==> src/hdl/btvd_pkg.sv <==
package btvd_pkg;

  localparam int LENGTH_BITS = 32;

  typedef enum logic [2:0] {
    PH_HDR, PH_EXTTAG, PH_LENFIRST, PH_LENBYTES, PH_NUMERIC, PH_STRFIRST, PH_STRBODY
  } phase_t;

  typedef enum logic [1:0] {
    EV_HEADER = 2'd0, EV_VALUE = 2'd1, EV_CONTENT = 2'd2, EV_ERROR = 2'd3
  } event_t;

  typedef enum logic [3:0] {
    ERR_NONE = 4'd0, ERR_TRUNC = 4'd1, ERR_RESTAG = 4'd2, ERR_APPOC = 4'd3,
    ERR_CONTEXT = 4'd4, ERR_BOOL = 4'd5, ERR_LENGTH = 4'd6, ERR_DATETIME = 4'd7,
    ERR_BITSTR = 4'd8, ERR_UNSUP = 4'd9
  } err_t;

  localparam logic [7:0] TAG_NULL = 8'd0;
  localparam logic [7:0] TAG_BOOL = 8'd1;
  localparam logic [7:0] TAG_UNS = 8'd2;
  localparam logic [7:0] TAG_SIGNED = 8'd3;
  localparam logic [7:0] TAG_REAL = 8'd4;
  localparam logic [7:0] TAG_DOUBLE = 8'd5;
  localparam logic [7:0] TAG_OCTSTR = 8'd6;
  localparam logic [7:0] TAG_CHARSTR = 8'd7;
  localparam logic [7:0] TAG_BITSTR = 8'd8;
  localparam logic [7:0] TAG_ENUM = 8'd9;
  localparam logic [7:0] TAG_DATE = 8'd10;
  localparam logic [7:0] TAG_TIME = 8'd11;
  localparam logic [7:0] TAG_OBJID = 8'd12;

  typedef struct packed {
    logic [7:0] data_byte;
    logic       buffer_end;
  } in_item_t;

  typedef struct packed {
    logic [1:0]  event_kind;
    logic [7:0]  tag_number;
    logic        is_context;
    logic        is_opening;
    logic        is_closing;
    logic [31:0] content_length;
    logic [2:0]  header_octets;
    logic [31:0] decoded_value;
    logic [7:0]  content_byte;
    logic        end_of_value;
    logic [3:0]  error_code;
  } out_item_t;

  // front-to-back queue status
  typedef struct packed {
    logic valid;
    logic ready;
  } link_t;

endpackage

==> src/hdl/btvd_front.sv <==
module btvd_front
  import btvd_pkg::*;
(
  input  logic     clk,
  input  logic     rst,
  input  logic     push,
  output logic     full,
  input  in_item_t in_item,
  output in_item_t q_item,
  output link_t    q_link,
  input  logic     q_pop
);

  // two-entry queue of accepted octets
  in_item_t   mem [2];
  logic       wr_ptr, rd_ptr;
  logic [1:0] count;
  logic       do_push, do_pop;

  assign full    = (count == 2'd2);
  assign do_push = push && !full;
  assign do_pop  = q_pop && (count != 2'd0);
  assign q_item  = mem[rd_ptr];
  assign q_link  = '{valid: count != 2'd0, ready: !full};

  always_ff @(posedge clk) begin
    if (do_push) begin
      mem[wr_ptr] <= in_item;
    end
  end

  always_ff @(posedge clk) begin
    if (rst) begin
      wr_ptr <= 1'b0;
      rd_ptr <= 1'b0;
      count  <= 2'd0;
    end else begin
      if (do_push) wr_ptr <= !wr_ptr;
      if (do_pop) rd_ptr <= !rd_ptr;
      count <= count + {1'b0, do_push} - {1'b0, do_pop};
    end
  end

endmodule

==> src/hdl/btvd_back.sv <==
module btvd_back
  import btvd_pkg::*;
(
  input  logic      clk,
  input  logic      rst,
  input  logic      value_mode,
  input  in_item_t  q_item,
  input  link_t     q_link,
  output logic      q_pop,
  output out_item_t res_item,
  output logic      res_valid,
  input  logic      res_pop
);

  phase_t      parse_phase, parse_phase_next;
  logic [7:0]  held_tag, held_tag_next;
  logic        held_class, held_class_next;
  logic [2:0]  held_type_field, held_type_field_next;
  logic [2:0]  length_bytes_left, length_bytes_left_next;
  logic [31:0] held_length, held_length_next;
  logic [31:0] content_left, content_left_next;
  logic [31:0] value_accumulator, value_accumulator_next;
  logic [7:0]  first_content, first_content_next;
  logic [2:0]  header_count, header_count_next;

  logic        emit_now;
  out_item_t   emit_item;
  logic        step;

  logic [7:0]  b;
  logic        last;

  // output register frees as soon as it is taken
  assign step  = q_link.valid && (!res_valid || res_pop);
  assign q_pop = step;
  assign b     = q_item.data_byte;
  assign last  = q_item.buffer_end;

  function automatic logic date_ok(logic [7:0] m, logic [7:0] d, logic [7:0] w);
    return (m == 8'd255 || (m >= 8'd1 && m <= 8'd14)) &&
           (d == 8'd255 || (d >= 8'd1 && d <= 8'd34)) &&
           (w == 8'd255 || (w >= 8'd1 && w <= 8'd7));
  endfunction

  function automatic logic time_ok(logic [7:0] h, logic [7:0] m, logic [7:0] s,
                                   logic [7:0] c);
    return (h == 8'd255 || h <= 8'd23) && (m == 8'd255 || m <= 8'd59) &&
           (s == 8'd255 || s <= 8'd59) && (c == 8'd255 || c <= 8'd99);
  endfunction

  always_comb begin
    logic [7:0]  tg;
    logic        cls;
    logic [2:0]  tf;
    logic [31:0] len;
    logic [2:0]  hc;
    logic        hdr_done;
    logic        fail_now;
    err_t        code;
    event_t      kind;
    logic [31:0] dv;
    logic [7:0]  cb;
    logic        eov;
    logic [31:0] acc;
    logic [31:0] cl;
    logic [31:0] sext;
    parse_phase_next       = parse_phase;
    held_tag_next          = held_tag;
    held_class_next        = held_class;
    held_type_field_next   = held_type_field;
    length_bytes_left_next = length_bytes_left;
    held_length_next       = held_length;
    content_left_next      = content_left;
    value_accumulator_next = value_accumulator;
    first_content_next     = first_content;
    header_count_next      = header_count;
    tg = held_tag;
    cls = held_class;
    tf = held_type_field;
    len = held_length;
    hc = header_count;
    hdr_done = 1'b0;
    fail_now = 1'b0;
    code = ERR_NONE;
    kind = EV_HEADER;
    dv = '0;
    cb = '0;
    eov = 1'b0;
    emit_now = 1'b0;
    acc = '0;
    cl = '0;
    sext = '0;

    unique case (parse_phase)
      PH_HDR: begin
        tg = {4'd0, b[7:4]};
        cls = b[3];
        tf = b[2:0];
        len = '0;
        hc = 3'd1;
        if (b[7:4] == 4'hF) begin
          if (last) begin
            fail_now = 1'b1; code = ERR_TRUNC;
          end else begin
            parse_phase_next = PH_EXTTAG;
          end
        end else if (tf == 3'd5) begin
          if (last) begin
            fail_now = 1'b1; code = ERR_TRUNC;
          end else begin
            parse_phase_next = PH_LENFIRST;
          end
        end else begin
          len = (tf <= 3'd4) ? {29'd0, tf} : 32'd0;
          hdr_done = 1'b1;
        end
      end
      PH_EXTTAG: begin
        hc = 3'd2;
        if (b == 8'd255) begin
          fail_now = 1'b1; code = ERR_RESTAG;
        end else begin
          tg = b;
          if (tf == 3'd5) begin
            if (last) begin
              fail_now = 1'b1; code = ERR_TRUNC;
            end else begin
              parse_phase_next = PH_LENFIRST;
            end
          end else begin
            len = (tf <= 3'd4) ? {29'd0, tf} : 32'd0;
            hdr_done = 1'b1;
          end
        end
      end
      PH_LENFIRST: begin
        hc = header_count + 3'd1;
        if (b <= 8'd253) begin
          len = {24'd0, b};
          hdr_done = 1'b1;
        end else begin
          length_bytes_left_next = (b == 8'd254) ? 3'd2 : 3'd4;
          len = '0;
          if (last) begin
            fail_now = 1'b1; code = ERR_TRUNC;
          end else begin
            parse_phase_next = PH_LENBYTES;
          end
        end
      end
      PH_LENBYTES: begin
        hc = header_count + 3'd1;
        len = {held_length[23:0], b};
        length_bytes_left_next = length_bytes_left - 3'd1;
        if (length_bytes_left == 3'd1) begin
          hdr_done = 1'b1;
        end else if (last) begin
          fail_now = 1'b1; code = ERR_TRUNC;
        end
      end
      PH_NUMERIC: begin
        if (content_left == held_length) first_content_next = b;
        acc = {value_accumulator[23:0], b};
        value_accumulator_next = acc;
        cl = content_left - 32'd1;
        content_left_next = cl;
        if (cl == 32'd0) begin
          // sign extension uses the first content octet
          if (held_tag == TAG_SIGNED && held_length < 32'd4 &&
              ((content_left == held_length) ? b[7] : first_content[7])) begin
            unique case (held_length[1:0])
              2'd1: sext = 32'hFFFFFF00;
              2'd2: sext = 32'hFFFF0000;
              2'd3: sext = 32'hFF000000;
              default: sext = 32'hFFFFFFFF;
            endcase
          end
          acc = acc | sext;
          if (held_tag == TAG_DATE && !date_ok(acc[23:16], acc[15:8], acc[7:0])) begin
            fail_now = 1'b1; code = ERR_DATETIME;
          end else if (held_tag == TAG_TIME &&
                       !time_ok(acc[31:24], acc[23:16], acc[15:8], acc[7:0])) begin
            fail_now = 1'b1; code = ERR_DATETIME;
          end else begin
            emit_now = 1'b1; kind = EV_VALUE; dv = acc;
            parse_phase_next = PH_HDR;
          end
        end else if (last) begin
          fail_now = 1'b1; code = ERR_TRUNC;
        end
      end
      PH_STRFIRST: begin
        first_content_next = b;
        cl = content_left - 32'd1;
        content_left_next = cl;
        if (held_tag == TAG_BITSTR && (b > 8'd7 || (cl == 32'd0 && b != 8'd0))) begin
          fail_now = 1'b1; code = ERR_BITSTR;
        end else if (cl == 32'd0) begin
          emit_now = 1'b1; kind = EV_VALUE; dv = {24'd0, b};
          parse_phase_next = PH_HDR;
        end else if (last) begin
          fail_now = 1'b1; code = ERR_TRUNC;
        end else begin
          parse_phase_next = PH_STRBODY;
        end
      end
      PH_STRBODY: begin
        if (content_left == 32'd0) begin
          fail_now = 1'b1; code = ERR_LENGTH;
        end else begin
          cl = content_left - 32'd1;
          content_left_next = cl;
          if (cl != 32'd0 && last) begin
            fail_now = 1'b1; code = ERR_TRUNC;
          end else begin
            emit_now = 1'b1; kind = EV_CONTENT;
            dv = {24'd0, first_content}; cb = b; eov = (cl == 32'd0);
            parse_phase_next = eov ? PH_HDR : PH_STRBODY;
          end
        end
      end
      default: begin
        parse_phase_next = PH_HDR;
      end
    endcase

    if (hdr_done) begin
      priority if ((tf == 3'd6 || tf == 3'd7) && !cls) begin
        fail_now = 1'b1; code = ERR_APPOC;
      end else if (!value_mode) begin
        emit_now = 1'b1; kind = EV_HEADER;
        parse_phase_next = PH_HDR;
      end else if (cls) begin
        fail_now = 1'b1; code = ERR_CONTEXT;
      end else begin
        unique case (tg)
          TAG_BOOL: begin
            if (tf > 3'd1) begin
              fail_now = 1'b1; code = ERR_BOOL;
            end else begin
              emit_now = 1'b1; kind = EV_VALUE; dv = {31'd0, tf[0]};
              parse_phase_next = PH_HDR;
            end
          end
          TAG_NULL: begin
            if (len != 32'd0) begin
              fail_now = 1'b1; code = ERR_LENGTH;
            end else begin
              emit_now = 1'b1; kind = EV_VALUE;
              parse_phase_next = PH_HDR;
            end
          end
          TAG_UNS, TAG_SIGNED, TAG_ENUM: begin
            if (len < 32'd1 || len > 32'd4) begin
              fail_now = 1'b1; code = ERR_LENGTH;
            end else if (last) begin
              fail_now = 1'b1; code = ERR_TRUNC;
            end else begin
              parse_phase_next = PH_NUMERIC;
            end
          end
          TAG_REAL, TAG_DATE, TAG_TIME, TAG_OBJID: begin
            if (len != 32'd4) begin
              fail_now = 1'b1; code = ERR_LENGTH;
            end else if (last) begin
              fail_now = 1'b1; code = ERR_TRUNC;
            end else begin
              parse_phase_next = PH_NUMERIC;
            end
          end
          TAG_OCTSTR: begin
            if (len == 32'd0) begin
              emit_now = 1'b1; kind = EV_VALUE;
              parse_phase_next = PH_HDR;
            end else if (last) begin
              fail_now = 1'b1; code = ERR_TRUNC;
            end else begin
              first_content_next = 8'd0;
              parse_phase_next = PH_STRBODY;
            end
          end
          TAG_CHARSTR, TAG_BITSTR: begin
            if (len == 32'd0) begin
              fail_now = 1'b1; code = ERR_LENGTH;
            end else if (last) begin
              fail_now = 1'b1; code = ERR_TRUNC;
            end else begin
              parse_phase_next = PH_STRFIRST;
            end
          end
          default: begin
            fail_now = 1'b1; code = ERR_UNSUP;
          end
        endcase
        if (!fail_now && !emit_now) begin
          content_left_next = len;
          value_accumulator_next = '0;
        end
      end
    end

    held_tag_next        = tg;
    held_class_next      = cls;
    held_type_field_next = tf;
    held_length_next     = len;
    header_count_next    = hc;

    emit_item = '0;
    if (fail_now) begin
      emit_item.event_kind = EV_ERROR;
      emit_item.error_code = code;
      parse_phase_next = PH_HDR;
    end else begin
      emit_item.event_kind     = kind;
      emit_item.tag_number     = tg;
      emit_item.is_context     = cls;
      emit_item.is_opening     = (tf == 3'd6);
      emit_item.is_closing     = (tf == 3'd7);
      emit_item.content_length = len;
      emit_item.header_octets  = hc;
      emit_item.decoded_value  = dv;
      emit_item.content_byte   = cb;
      emit_item.end_of_value   = eov;
    end
    emit_now = emit_now || fail_now;
  end

  always_ff @(posedge clk) begin
    if (rst) begin
      parse_phase       <= PH_HDR;
      held_tag          <= '0;
      held_class        <= 1'b0;
      held_type_field   <= '0;
      length_bytes_left <= '0;
      held_length       <= '0;
      content_left      <= '0;
      value_accumulator <= '0;
      first_content     <= '0;
      header_count      <= '0;
      res_valid         <= 1'b0;
    end else begin
      if (step) begin
        parse_phase       <= parse_phase_next;
        held_tag          <= held_tag_next;
        held_class        <= held_class_next;
        held_type_field   <= held_type_field_next;
        length_bytes_left <= length_bytes_left_next;
        held_length       <= held_length_next;
        content_left      <= content_left_next;
        value_accumulator <= value_accumulator_next;
        first_content     <= first_content_next;
        header_count      <= header_count_next;
      end
      if (step && emit_now) res_valid <= 1'b1;
      else if (res_pop) res_valid <= 1'b0;
    end
  end

  always_ff @(posedge clk) begin
    if (step && emit_now) res_item <= emit_item;
  end

endmodule

==> src/hdl/bacnet_tag_value_decoder.sv <==
// Streaming decoder for application-tagged primitives, one octet per request.
// Octets enter a two-deep queue; the decoder takes one octet per cycle from
// it while its result register is free and registers at most one result per
// octet, so with pop held high the block sustains one octet per clock. The
// rate is set by the single-octet parse step in the back stage. value_mode
// (reset 1) takes effect at the next header completion.
module bacnet_tag_value_decoder
  import btvd_pkg::*;
(
  input  logic      clk,
  input  logic      rst,
  input  logic      push,
  output logic      full,
  input  in_item_t  in_item,
  output logic      empty,
  input  logic      pop,
  output out_item_t out_item,
  input  logic      cfg_we,
  input  logic      cfg_data
);

  logic     value_mode;
  in_item_t q_item;
  link_t    q_link;
  logic     q_pop;
  logic     res_valid;

  always_ff @(posedge clk) begin
    if (rst) value_mode <= 1'b1;
    else if (cfg_we) value_mode <= cfg_data;
  end

  btvd_front u_front (
    .clk(clk), .rst(rst), .push(push), .full(full), .in_item(in_item),
    .q_item(q_item), .q_link(q_link), .q_pop(q_pop)
  );

  btvd_back u_back (
    .clk(clk), .rst(rst), .value_mode(value_mode), .q_item(q_item),
    .q_link(q_link), .q_pop(q_pop), .res_item(out_item), .res_valid(res_valid),
    .res_pop(pop && res_valid)
  );

  assign empty = !res_valid;

endmodule

==> config.mk <==
export PLATFORM = sky130hd
export DESIGN_NAME = bacnet_tag_value_decoder
export DESIGN_NICKNAME = d
export VERILOG_FILES = /design/src/hdl/btvd_pkg.sv /design/src/hdl/btvd_front.sv /design/src/hdl/btvd_back.sv /design/src/hdl/bacnet_tag_value_decoder.sv
export SDC_FILE = /design/constraint.sdc
export NUM_CORES = 1
export LEC_CHECK = 0
export ABC_AREA = 1
export BUFFER_PORTS_ARGS = -buffer_cell sky130_fd_sc_hd__buf_2
export CORE_ASPECT_RATIO = 0.6
export CORE_UTILIZATION = 35
export CTS_CLUSTER_SIZE = 8
export DETAILED_ROUTE_END_ITERATION = 10
export GPL_ROUTABILITY_DRIVEN = 0
export SYNTH_ARGS = -nofsm -noshare
export SYNTH_HDL_FRONTEND = slang
export SYNTH_HIERARCHICAL = 1
export SYNTH_SLANG_ARGS = --single-unit
==> constraint.sdc <==
create_clock -name clk -period 7.7 [get_ports clk]
set_clock_uncertainty 0.1 [all_clocks]
set_input_delay 0.385 -clock clk [delete_from_list [all_inputs] [get_ports clk]]
set_output_delay 0.385 -clock clk [all_outputs]
set_load 0.1 [all_outputs]
* Word level (Yosys, flattened, before mapping)
Memories as Yosys holds them, arrays and structs flattened. A register that Yosys moved wholly into a read port is not among the register bits.
Cells that the tools add are included.
** Storage, ports and cells
- Register bits :: 224
- RAM bits :: 18
- Input port bits :: 15
- Output and inout bits :: 95
- Word-level logic and storage cells :: 350
- Memories :: 1
** Memory list
- u_front.mem :: words 2, width 9, read ports 1, clocked after memory_dff 1, write ports 1, line btvd_front.sv:15 : in_item_t mem [2];
** Cells by class
- Add/subtract/negate cells :: 5
- $lt $le $gt $ge :: 18
- Equal/unequal tests :: 40
- Mux-type cells :: 197
- Bitwise operators :: 2
- Reductions and logical operators :: 61
** Operator list (count)
- 2-to-1 mux 32 bit :: 30
- case mux 32 bit (4 select lines) :: 1
- 2-to-1 mux 3 bit :: 37
- zero test 32 bit :: 3
- 2-to-1 mux 8 bit :: 12
- case mux 32 bit (3 select lines) :: 1
- 2-to-1 mux 4 bit :: 21
- case mux 24 bit (3 select lines) :: 1
- 2-to-1 mux 1 bit :: 66
- equality test 8 x 4 -> 1 bit (second input constant) :: 8
- case mux 32 bit (2 select lines) :: 1
- nonzero test 32 bit :: 2
- equality test 8 bit (second input constant) :: 6
- equality test 32 bit :: 1
- greater-than comparator 32 x 3 -> 1 bit (second input constant) :: 1
- < comparator 32 x 1 -> 1 bit (second input constant) :: 1
- < comparator 32 x 3 -> 1 bit (second input constant) :: 1
- inequality test 32 x 3 -> 1 bit (second input constant) :: 1
- OR 32 bit :: 1
- case mux 8 bit (2 select lines) :: 2
- subtractor 32 x 1 -> 32 bit (second input constant) :: 1
- case mux 4 bit (7 select lines) :: 1
- equality test 8 x 2 -> 1 bit (second input constant) :: 3
- equality test 8 x 3 -> 1 bit (second input constant) :: 3
- other kinds (45) :: 118

* Depth between registers and ports, before layout
- Word-level depth :: 32
- Depth in mapped cells :: 29
- Depth with buffers taken out :: 29

* Hierarchy
The synthesis kept the hierarchy.
** Modules (own cells, without submodules)
- btvd_back :: instances 1, cells each 1858, area an instance 13533.0 um2, seq. area each 5154.9 um2
- btvd_front :: instances 1, cells each 66, area an instance 954.7 um2, seq. area each 640.6 um2
- bacnet_tag_value_decoder :: instances 1, cells each 9, area an instance 58.8 um2, seq. area each 20.0 um2

* Worst setup path after synthesis
OpenSTA, ideal clock, no wires.
- Kind :: register -> register
- From :: reg with a tool-made name
- To :: reg u_back/res_item[0] (netlist name) (enable)
- Library setup time :: 447 ps
- Arrival time :: 4672 ps
- Required time :: 7153 ps
- Path slack :: 2481 ps
- Cell stages (with the launch flop) :: 27
- Buffers on the path :: 4
- Clock period less this slack :: 5219 ps
- Cells stage by stage :: dfxtp_1 -> buf_6 -> mux2_4 -> buf_2 -> inv_2 -> nor3_2 -> nand2_2 -> nand2_2 -> a21oi_2 -> buf_4 -> buf_6 -> o22ai_2 -> inv_2 -> nand2_1 -> nor3_1 -> nand3_2 -> nor2_4 -> nor2_1 -> nand2_1 -> inv_1 -> nand4_1 -> nand2_1 -> nand2_2 -> nand2_4 -> nand2_1 -> nand2_1 -> inv_1
** RTL lines
- end signal: assignment :: line btvd_back.sv:360 : if (step && emit_now) res_item <= emit_item;
- end: declaration :: line btvd_back.sv:10 : output out_item_t res_item,

==> report_table.html <==
<table>
<tr><th>Metric</th><th>Value</th></tr>
<tr><th colspan="2">GRT</th></tr>
<tr><td>Congestion Overflow GR</td><td>0</td></tr>
<tr><td>Most Used Layer, Global Route</td><td>met1</td></tr>
<tr><td>Number of global-route vias before repair</td><td>12470</td></tr>
<tr><td>Wire length of the first global-routing pass</td><td>76870 um</td></tr>
<tr><td>GRT Total Usage</td><td>23.57%</td></tr>
<tr><td>Initial antenna violation count</td><td>1</td></tr>
<tr><td>Largest net degree at the start of global routing</td><td>85</td></tr>
<tr><td>Met2 Track Usage GR</td><td>27.82%</td></tr>
<tr><td>Met1 global-route usage</td><td>37.86%</td></tr>
<tr><td>Met3 track utilization from global routing</td><td>9.684%</td></tr>
<tr><th colspan="2">Hold path</th></tr>
<tr><td>Hold path start</td><td>cfg_we</td></tr>
<tr><td>Worst hold path endpoint</td><td>value_mode</td></tr>
<tr><td>Instance count along the most critical hold path</td><td>4</td></tr>
<tr><td>Hold crit path type</td><td>in -&gt; reg</td></tr>
<tr><th colspan="2">Worst setup path</th></tr>
<tr><td>Critical Path End Type</td><td>flip-flop</td></tr>
<tr><td>Arrival time at the worst endpoint</td><td>6040 ps</td></tr>
<tr><td>Count of buffering cells on the critical path with inverters included</td><td>5</td></tr>
<tr><td>Crit path largest cell delay</td><td>930 ps</td></tr>
<tr><td>CP max-delay cell</td><td>sky130_fd_sc_hd__a21oi_2</td></tr>
<tr><td>Top cell by count, worst path</td><td>sky130_fd_sc_hd__nand2_1</td></tr>
<tr><td>Worst Setup Start Kind</td><td>flip-flop</td></tr>
<tr><td>Critical Setup Path Class</td><td>reg -&gt; reg</td></tr>
<tr><td>End of the worst register-to-register path</td><td>u_back/res_item[23]</td></tr>
<tr><td>Logic depth of the worst path, buffers included</td><td>23</td></tr>
<tr><td>List of cells traversed by the critical path</td><td>mux2_4 -&gt; nand4_2 -&gt; inv_2 -&gt; nand2_2 -&gt; nand2_2 -&gt; a21oi_2 -&gt; o22ai_1 -&gt; inv_1 -&gt; nand4_1 -&gt; nor2_1 -&gt; nand3_2 -&gt; nor2_4 -&gt; nor2_1 -&gt; nand2_1 -&gt; inv_1 -&gt; nand4_1 -&gt; nand2_1 -&gt; nand2_2 -&gt; nand2_4 -&gt; nand2_1 -&gt; nand2_1 -&gt; inv_4 -&gt; buf_4</td></tr>
<tr><td>Register-to-Register Setup Slack</td><td>1750 ps</td></tr>
<tr><td>Largest fanout of any net on the critical path</td><td>42</td></tr>
<tr><td>Worst Path Required</td><td>7780 ps</td></tr>
<tr><td>Number of cells on the worst reg-to-reg path</td><td>23</td></tr>
<tr><td>Gate family responsible for the most delay along the worst path</td><td>simple AND/OR/NAND/NOR gates</td></tr>
<tr><th colspan="2">Yosys</th></tr>
<tr><td>Post-synthesis cell type with the largest combined area</td><td>sky130_fd_sc_hd__edfxtp_1</td></tr>
<tr><td>Synth Warn #</td><td>6</td></tr>
<tr><td>Leading cell type by number of instances after synthesis</td><td>sky130_fd_sc_hd__nand2_1</td></tr>
<tr><td>Gate count of the mapped netlist</td><td>1933</td></tr>
<tr><td>Area fraction of the dominant cell type after synthesis</td><td>22.91%</td></tr>
<tr><td>Seq cells post-synth</td><td>235</td></tr>
<tr><td>Mean Syn Cell Area</td><td>7.525 um^2</td></tr>
<tr><td>Count of cell types in the netlist</td><td>60</td></tr>
<tr><td>Number of synthesized flops with an enable pin</td><td>111</td></tr>
<tr><td>Most instantiated cells after synthesis</td><td>381 x sky130_fd_sc_hd__nand2_1, 233 x sky130_fd_sc_hd__inv_1, 192 x sky130_fd_sc_hd__nor2_1, 153 x sky130_fd_sc_hd__a21oi_1, 124 x sky130_fd_sc_hd__dfxtp_1</td></tr>
<tr><td>Fraction of registers with async set/reset</td><td>0%</td></tr>
<tr><td>Dominant register cell in the synthesized netlist</td><td>sky130_fd_sc_hd__dfxtp_1</td></tr>
<tr><td>Sequential cell area fraction in the yosys report</td><td>39.98%</td></tr>
<tr><td>Syn Std Cell Area</td><td>14550 um^2</td></tr>
<tr><td>Dominant cells by area after synthesis</td><td>sky130_fd_sc_hd__edfxtp_1 23%, sky130_fd_sc_hd__dfxtp_1 17%, sky130_fd_sc_hd__nand2_1 9.8%, sky130_fd_sc_hd__inv_1 6.0%, sky130_fd_sc_hd__a21oi_1 5.3%</td></tr>
<tr><td>Number of nets in the synthesized netlist</td><td>1956</td></tr>
<tr><th colspan="2">Floorplanning</th></tr>
<tr><td>Area of the die</td><td>42410 um^2</td></tr>
<tr><td>Core outline area</td><td>40720 um^2</td></tr>
<tr><td>Starting density of the core</td><td>35.72%</td></tr>
<tr><td>Y dimension of the die</td><td>159.9 um</td></tr>
<tr><td>Width of the die</td><td>265.2 um</td></tr>
<tr><td>Site row count</td><td>57</td></tr>
<tr><td>Count of pins on the block boundary</td><td>110</td></tr>
<tr><th colspan="2">CTS</th></tr>
<tr><td>Clk Tree Root Cell</td><td>sky130_fd_sc_hd__clkbuf_16</td></tr>
<tr><td>Clock tree from TritonCTS</td><td>yes</td></tr>
<tr><td>Buffers inserted during post-CTS setup optimization</td><td>0</td></tr>
<tr><td>Clock latency on the worst-skew pair</td><td>540 ps</td></tr>
<tr><td>Inserted Clock Buffers</td><td>35</td></tr>
<tr><td>CTS Buffer Depth</td><td>3</td></tr>
<tr><td>H-tree levels</td><td>2</td></tr>
<tr><td>Clock net sink count</td><td>235</td></tr>
<tr><td>Hold-fix buffers, CTS</td><td>11</td></tr>
<tr><td>Post-cts repair resize count</td><td>0</td></tr>
<tr><td>Register clock-pin slew on the reported worst setup and hold paths</td><td>50 ps</td></tr>
<tr><th colspan="2">Job</th></tr>
<tr><td>Max-cap violation count</td><td>0</td></tr>
<tr><th colspan="2">STA</th></tr>
<tr><td>Fin crit share</td><td>77.29%</td></tr>
<tr><td>Worst-case headroom to the max-slew limit</td><td>20.27%</td></tr>
<tr><td>Setup Total Neg Slack</td><td>0 ps</td></tr>
<tr><td>Post-layout minimum cycle time</td><td>5952 ps</td></tr>
<tr><td>Number of hold-slack violations in the final timing report</td><td>0</td></tr>
<tr><td>Tightest Pin Transition</td><td>1196 ps</td></tr>
<tr><td>Highest attainable clock frequency</td><td>0.1680 GHz</td></tr>
<tr><td>Final Max Slew Viols</td><td>0</td></tr>
<tr><td>Finish-stage setup viols</td><td>0</td></tr>
<tr><td>Setup repair after global routing missed its margin</td><td>false</td></tr>
<tr><th colspan="2">Final layout</th></tr>
<tr><td>Filler cells</td><td>4156</td></tr>
<tr><td>Share of post-route cells with drive strength above 1</td><td>16.47%</td></tr>
<tr><td>Final antenna diode count</td><td>0</td></tr>
<tr><td>Count of nets after finishing</td><td>2032</td></tr>
<tr><td>Area grow syn2layout</td><td>13.79%</td></tr>
<tr><th colspan="2">Run status</th></tr>
<tr><td>Outcome</td><td>completed</td></tr>
<tr><th colspan="2">Route</th></tr>
<tr><td>Number of remaining DRC errors</td><td>0</td></tr>
<tr><td>Routed length per placed instance</td><td>19.82 um</td></tr>
<tr><td>Routed vias/inst</td><td>5.518</td></tr>
<tr><td>Drt total wl</td><td>51420 um</td></tr>
<tr><td>First drt pass iteration count</td><td>6</td></tr>
<tr><td>Initial drt markers</td><td>2042</td></tr>
<tr><td>Vias after detailed routing</td><td>14310</td></tr>
<tr><td>DRT antenna net count</td><td>0</td></tr>
<tr><th colspan="2">Placed design</th></tr>
<tr><td>Number of I/O port buffers</td><td>109</td></tr>
<tr><td>Detailed placement HPWL</td><td>38450 um</td></tr>
</table>
-- worst min-delay path: stages --
cell	delay, ps
sky130_fd_sc_hd__buf_2	90
sky130_fd_sc_hd__inv_1	40
sky130_fd_sc_hd__nand2_2	50
sky130_fd_sc_hd__nand3_2	40
-- sequential cells by signal (all words and copies together) (netlist names), 3 cells and up, named ones only --
signal,cells
u_back/parse_phase,3
u_back/content_left,32
u_back/value_accumulator,24
u_back/held_tag,8
u_front/mem,18
u_back/header_count,3
u_back/first_content,8
u_back/held_type_field,3
u_back/held_length,32
u_back/length_bytes_left,3
u_back/res_item,93
-- logic make-up (layout without fill, tap and decap cells) --
logic type | after synthesis | after routing | synth area share, %
AND/OR/NAND/NOR | 830 | 830 | 26.29
multiplexers | 9 | 9 | 0.9290
buffers and inverters | 363 | 464 | 10.33
flip-flops | 235 | 235 | 39.98
adder cells (fa/ha/maj) | 8 | 8 | 0.6881
XOR/XNOR | 47 | 47 | 2.933
AO/OA/AOI/OAI | 441 | 441 | 18.85
-- area by class of cell --
| type | instances | area [um^2] | area share [%] |
|---|---|---|---|
| Inverter | 267 | 1008 | 6.093 |
| Tap cell | 560 | 700.7 | 4.233 |
| Sequential cell | 235 | 5816 | 35.13 |
| Timing Repair Buffer | 135 | 768.2 | 4.641 |
| Clock inverter | 3 | 52.55 | 0.3175 |
| Multi-Input combinational cell | 1335 | 7231 | 43.68 |
| Clock buffer | 59 | 975.9 | 5.896 |
-- per-layer routing --
metal  routed length, um  up-vias  part of all wire [%]
li1                    -     6659                     -
met1               24430     6670                    48
met2               17960      916                    35
met3                8190       65                    16
met4                 718        4                   1.4
met5                 127        -                  0.25
-- cells in the final DEF, fill, tap and decap left out, types with 8 or more instances in the layout --
master,n
sky130_fd_sc_hd__edfxtp_1,111
sky130_fd_sc_hd__buf_4,15
sky130_fd_sc_hd__a21oi_1,153
sky130_fd_sc_hd__o21ai_0,101
sky130_fd_sc_hd__nor3_1,26
sky130_fd_sc_hd__nand4_1,47
sky130_fd_sc_hd__nor2_1,192
sky130_fd_sc_hd__nor2_4,18
sky130_fd_sc_hd__nand2_1,380
sky130_fd_sc_hd__nor4_1,8
sky130_fd_sc_hd__buf_2,109
sky130_fd_sc_hd__ha_1,8
sky130_fd_sc_hd__xor2_1,24
sky130_fd_sc_hd__mux2_4,9
sky130_fd_sc_hd__o211ai_2,12
sky130_fd_sc_hd__o21ai_1,22
sky130_fd_sc_hd__inv_1,231
sky130_fd_sc_hd__nor2_2,47
sky130_fd_sc_hd__dlygate4sd3_1,11
sky130_fd_sc_hd__nand3_1,68
sky130_fd_sc_hd__o22ai_1,25
sky130_fd_sc_hd__o211ai_1,65
sky130_fd_sc_hd__nand2_2,20
sky130_fd_sc_hd__dfxtp_1,124
sky130_fd_sc_hd__clkbuf_1,23
sky130_fd_sc_hd__o221ai_1,21
sky130_fd_sc_hd__xnor2_1,21
sky130_fd_sc_hd__inv_2,28
sky130_fd_sc_hd__clkbuf_16,35
-- through the flow --
| stage | hold WS (ps) | instances | setup slack [ps] | utilization, % | instance area [um^2] |
|---|---|---|---|---|---|
| finish | 39.69 | 2594 | 1748 | 40.65 | 16550 |
| CTS | 27.39 | 2594 | 1918 | 40.65 | 16550 |
| global route | 52.07 | 2594 | 1397 | 40.65 | 16550 |
| global placement | 356.1 | 2521 | 2033 | 37.85 | 15410 |
| floorplan | 345.3 | 1933 | 2481 | - | 14550 |
| detailed placement | 358.8 | 2521 | 1946 | 37.85 | 15410 |
-- worst max-delay path by stage --
stage                          endpoint  slack, ps
floorplan            u_back/res_item[0]       2480
global placement    u_back/res_item[25]       2030
detailed placement  u_back/res_item[51]       1950
CTS                 u_back/res_item[80]       1920
global route        u_back/res_item[22]       1400
finish              u_back/res_item[23]       1750
Power is not shown: default switching activity piles up to over one toggle a cycle in this logic, so the estimate is an artifact.
